`config.mk`:
```
export PLATFORM = sky130hd
export DESIGN_NAME = teals_ctrl
export DESIGN_NICKNAME = d
export VERILOG_FILES = /design/src/hw/rtl/teals_pkg.sv /design/src/hw/rtl/teals_ctrl.sv
export SDC_FILE = /design/constraint.sdc
export NUM_CORES = 1
export LEC_CHECK = 0
export BUFFER_PORTS_ARGS = -buffer_cell sky130_fd_sc_hd__clkbuf_2
export CAP_MARGIN = 20
export CORE_AREA = 2 2 39 41
export CTS_CLUSTER_SIZE = 24
export DETAILED_ROUTE_END_ITERATION = 12
export DIE_AREA = 0 0 41 43
export MAX_ROUTING_LAYER = met4
export PLACE_DENSITY = 0.63
export SYNTH_ARGS = -nofsm -noshare
export SYNTH_HDL_FRONTEND = slang
export SYNTH_SLANG_ARGS = --single-unit
export TNS_END_PERCENT = 50
```
`constraint.sdc`:
```
create_clock -name clk -period 1.9 [get_ports clk]
set_input_delay 0.285 -clock clk [delete_from_list [all_inputs] [get_ports clk]]
set_output_delay 0.285 -clock clk [all_outputs]
set_load 0.01 [all_outputs]
```
`src/hw/rtl/teals_pkg.sv`:
```
// Shared constants, codes and control types of the timed event scheduler.
package teals_pkg;

    localparam int TABLE_DEPTH  = 256;
    localparam int ACTIVE_DEPTH = 64;
    localparam int TABLE_AW     = $clog2(TABLE_DEPTH);
    localparam int ACTIVE_AW    = $clog2(ACTIVE_DEPTH);
    localparam int ACNT_W       = ACTIVE_AW + 1;
    localparam int NEXT_W       = TABLE_AW + 1;
    localparam int TIME_W       = 31;

    localparam int IN_FIELDS_W  = TABLE_AW + 3 * TIME_W;
    localparam int IN_TDATA_W   = ((IN_FIELDS_W + 7) / 8) * 8;
    localparam int OUT_FIELDS_W = TABLE_AW + 1;
    localparam int OUT_TDATA_W  = ((OUT_FIELDS_W + 7) / 8) * 8;

    localparam logic OP_LOAD = 1'b0;
    localparam logic OP_TICK = 1'b1;

    typedef enum logic [2:0] {
        ST_IDLE,
        ST_WALK_RD,
        ST_WALK_ID,
        ST_WALK_CMP,
        ST_WALK_MOVE,
        ST_APP_RD,
        ST_APP_CMP,
        ST_FINISH
    } state_t;

    typedef struct packed {
        logic load;
        logic tick;
        logic act_rd;
        logic act_rd_last;
        logic stop_rd;
        logic move;
        logic app_rd;
        logic append;
        logic drop;
        logic emit;
        logic emit_app;
        logic ne_inc;
        logic i_inc;
        logic finish;
    } ctl_cmd_t;

    typedef struct packed {
        logic i_lt_cnt;
        logic stop_due;
        logic ev_avail;
        logic start_due;
        logic list_full;
        logic can_emit;
        logic out_free;
    } dp_status_t;

endpackage

```
`src/hw/rtl/teals_ctrl.sv`:
```
// Controller state machine that sequences table loads and tick processing.
module teals_ctrl (
    input  logic                clk,
    input  logic                rst_n,
    input  logic                in_valid,
    input  logic                in_op,
    output logic                in_ready,
    input  teals_pkg::dp_status_t sts,
    output teals_pkg::ctl_cmd_t   cmd
);
    import teals_pkg::*;

    state_t state_reg;
    state_t state_next;

    always_ff @(posedge clk or negedge rst_n)
    begin
        if (!rst_n)
        begin
            state_reg <= ST_IDLE;
        end
        else
        begin
            state_reg <= state_next;
        end
    end

    always_comb
    begin
        state_next = state_reg;
        case (state_reg)
            ST_IDLE:
            begin
                if (in_valid && in_op == OP_TICK)
                begin
                    state_next = ST_WALK_RD;
                end
            end
            ST_WALK_RD:
            begin
                state_next = sts.i_lt_cnt ? ST_WALK_ID : ST_APP_RD;
            end
            ST_WALK_ID:
            begin
                state_next = ST_WALK_CMP;
            end
            ST_WALK_CMP:
            begin
                if (sts.stop_due)
                begin
                    state_next = ST_WALK_MOVE;
                end
                else if (sts.can_emit)
                begin
                    state_next = ST_WALK_RD;
                end
            end
            ST_WALK_MOVE:
            begin
                state_next = ST_WALK_RD;
            end
            ST_APP_RD:
            begin
                state_next = sts.ev_avail ? ST_APP_CMP : ST_FINISH;
            end
            ST_APP_CMP:
            begin
                if (!sts.start_due)
                begin
                    state_next = ST_FINISH;
                end
                else if (sts.list_full || sts.can_emit)
                begin
                    state_next = ST_APP_RD;
                end
            end
            ST_FINISH:
            begin
                if (sts.out_free)
                begin
                    state_next = ST_IDLE;
                end
            end
            default:
            begin
                state_next = ST_IDLE;
            end
        endcase
    end

    always_comb
    begin
        cmd      = '0;
        in_ready = 1'b0;
        case (state_reg)
            ST_IDLE:
            begin
                in_ready = 1'b1;
                if (in_valid)
                begin
                    cmd.tick = (in_op == OP_TICK);
                    cmd.load = (in_op == OP_LOAD);
                end
            end
            ST_WALK_RD:
            begin
                cmd.act_rd = sts.i_lt_cnt;
            end
            ST_WALK_ID:
            begin
                cmd.stop_rd = 1'b1;
            end
            ST_WALK_CMP:
            begin
                if (sts.stop_due)
                begin
                    cmd.act_rd_last = 1'b1;
                end
                else if (sts.can_emit)
                begin
                    cmd.emit  = 1'b1;
                    cmd.i_inc = 1'b1;
                end
            end
            ST_WALK_MOVE:
            begin
                cmd.move = 1'b1;
            end
            ST_APP_RD:
            begin
                cmd.app_rd = sts.ev_avail;
            end
            ST_APP_CMP:
            begin
                if (sts.start_due)
                begin
                    if (sts.list_full)
                    begin
                        cmd.drop   = 1'b1;
                        cmd.ne_inc = 1'b1;
                    end
                    else if (sts.can_emit)
                    begin
                        cmd.append   = 1'b1;
                        cmd.emit     = 1'b1;
                        cmd.emit_app = 1'b1;
                        cmd.ne_inc   = 1'b1;
                    end
                end
            end
            ST_FINISH:
            begin
                cmd.finish = sts.out_free;
            end
            default:
            begin
                cmd = '0;
            end
        endcase
    end

endmodule

```
==> results.cfg <==
[yosys]
ys_warn_count = 0
syn-num-nets = 65
ys_ff_latch = 3
ys_seq_area_frac = 0.184
syn_avg_cell_area_um2 = 7.55
ys_types = 25
syn_inst = 54
syn_area_um2 = 408

[timing]
fmax_mhz = 577
tightest_slew_ns = 0.352
hold_viol = 0
skew_ns = 0.00180
rsz0062_at_grt = false
drv_slew = 0
tns_ns = 0
post-route-period-util = 0.912
setup_violations = 0
slew_headroom = 0.766
min_period_ns = 1.73

[cells_and_area]
diodes = 0
area_growth_pct = 37.7
nets = 92
layout-drive-gt1-share = 0.475
fillCellCount = 153
fin_util = 0.406
largest_reg_flops = 3

[die]
die_area_mm2 = 0.00176
io_pins = 26
fp-row-count = 14
start_util = 0.295
die_h_um = 43
core_area_mm2 = 0.00138
die_w_um = 41

[global_routing]
top_usage_layer = met1
gr-total-overflow = 0
grt_pass1_wl_mm = 1.80
grt_util_met1 = 0.206
grtUsageMet2 = 0.203
grt_antenna_before_repair = 0
use_met3 = 0.0314
grt_pass1_vias = 421
grt_max_degree = 13
track_usage = 0.154

[worst_setup_path]
end_kind = output pin
crit_start = state_reg[0]$_DFFE_PN0P_
reg2reg_depth = 5
cpPeakStageDelay_ns = 0.45
crit_family = simple AND/OR/NAND/NOR gates
cp.depth = 4
ff2ff_setup_slack_ns = 0.45
arrival_ns = 1.45
path_max_fanout = 10
crit_end = cmd[3]
crit_required_ns = 1.62
timing.rr.start = state_reg[2]$_DFFE_PN0P_
critPathSlowestCell = dfrtp_2
start_kind = flip-flop
critPathBufInv = 1
r2r_end = state_reg[2]$_DFFE_PN0P_
critical_path_class = flip-flop to output pin
path_cells = and2b_1 > nand3_1 > nor3b_2 > clkbuf_2

[placement]
dp_hpwl_um = 833
port_buffers = 25
gp_congestion = 0.809

[status]
status = complete, no violations

[clock_tree]
cts_tree = built
htreeDepth = 1
cts.sinks = 3
cts_buffer_depth = 2
postCtsSetupBuffers = 0
root_buffer = clkbuf_4
clk_pin_slew_ns = 0.04
clk_latency_ns = 0.24
cts_inserted_buffers = 3

[detailed_routing]
ant_nets = 0
wl_per_cell_um = 10.9
drc = 0
drt_first_iter_violations = 12
detail_route.first_pass.iterations = 4
drt_wl_total_mm = 1.05
vias_per_cell = 4.99
vias = 479

[run]
drv_cap = 0

[worst_hold_path]
min_path_type = input pin to flip-flop
min-delay-start = sts[6]

[power]
max-vdd-ir-drop_uv = 553
power_density_mw_per_mm2 = 1280
leakagePower_nw = 0.271
-- cell usage after synthesis, drive strengths merged --
cell    instances  area share
o21ai           5       0.061
a21oi           2       0.025
nor2            6       0.055
a22oi           1       0.031
a41oi           1       0.021
and4b           1       0.034
and3            2       0.031
nor3b           3       0.055
nor2b           3       0.046
nand2           8       0.074
mux2i           1       0.025
buf             5        0.10
and3b           1       0.021
o22ai           1       0.015
dfrtp           3        0.18
and2            2       0.034
nor4b           1       0.021
nand3           3       0.037
and2b           1       0.018
nor3            3       0.061
o21bai          1       0.046
-- layout by cell type (no fill, tap or decap) --
master / n
a21oi_1: 2
a22oi_2: 1
a41oi_1: 1
and2_1: 1
and2_2: 1
and2b_1: 1
and3_1: 2
and3b_1: 1
and4b_4: 1
buf_4: 1
clkbuf_1: 1
clkbuf_2: 25
clkbuf_4: 3
dfrtp_1: 1
dfrtp_2: 2
dlygate4sd3_1: 1
mux2i_1: 1
nand2_1: 8
nand3_1: 3
nor2_1: 6
nor2b_1: 3
nor3_1: 1
nor3_2: 2
nor3b_1: 2
nor3b_2: 1
nor4b_1: 1
o21ai_0: 5
o21bai_4: 1
o22ai_1: 1
-- what timing repair did --
item	4_1_cts	5_1_grt
hold buffers	1	0
resized for setup	1	2
cloned	0	0
endpoints found under the setup margin	2	2
hold endpoints to repair	3	0
pin swaps	0	1
-- worst register-to-register path, stage by stage, from the launching register on --
cell	delay, ns
dfrtp_1	0.54
buf_4	0.23
nor2b_1	0.23
o21bai_4	0.11
a21oi_1	0.14
a41oi_1	0.06
-- stage by stage --
step           hold WS (ns)  worst slack, ns  total power [W]  instance area [um^2]  instances
2_1_floorplan       -0.0106            0.233         0.000524                   408         54
3_3_place_gp         0.0857            0.369         0.000592                   518         91
3_5_place_dp         0.0872            0.258         0.000595                   518         91
4_1_cts               0.343          0.00833         0.000722                   556         96
5_1_grt               0.360           0.0188         0.000794                   562         96
6_report              0.345            0.167         0.000718                   562         96
-- layer usage --
| layer | up-vias | part of all wire |
|---|---|---|
| li1 | 241 | - |
| met1 | 215 | 0.42 |
| met2 | 19 | 0.50 |
| met3 | 4 | 0.058 |
| met4 | 0 | 0.027 |
| met5 | - | 0 |
-- cell type report --
type	instances	area (um^2)	area share
multi-input combinational	46	295	0.526
timing repair buffer	27	143	0.254
sequential	3	77.6	0.138
clock buffer	4	26.3	0.0468
tap	16	20.0	0.0356
-- power breakdown --
group | internal, W | switching (W) | total, W | leakage [nW]
sequential | 0.000103 | 0.0000920 | 0.000195 | 0.0329
clock | 0.0000789 | 0.0000357 | 0.000115 | 0.0150
combinational | 0.000203 | 0.000206 | 0.000409 | 0.223
total | 0.000385 | 0.000333 | 0.000718 | 0.271
-- kinds of logic (layout without fill, tap and decap cells) --
| logic type | count (synthesis) | in the layout | share of synthesized area |
|---|---|---|---|
| compound gates | 11 | 11 | 0.199 |
| mux | 1 | 1 | 0.0245 |
| simple gates | 34 | 34 | 0.488 |
| flops | 3 | 3 | 0.184 |
| buf+inv | 5 | 31 | 0.104 |
-- worst min-delay path by stage --
stage | slack [ns] | endpoint | depth (start not counted)
6_report | 0.34 | state_reg[1]$_DFFE_PN0P_ | 3
3_3_place_gp | 0.09 | state_reg[2]$_DFFE_PN0P_ | 1
5_1_grt | 0.36 | state_reg[1]$_DFFE_PN0P_ | 3
4_1_cts | 0.34 | state_reg[1]$_DFFE_PN0P_ | 3
2_1_floorplan | -0.01 | state_reg[0]$_DFFE_PN0P_ | 0
3_5_place_dp | 0.09 | state_reg[2]$_DFFE_PN0P_ | 1
(Power assumes the default switching activity.)
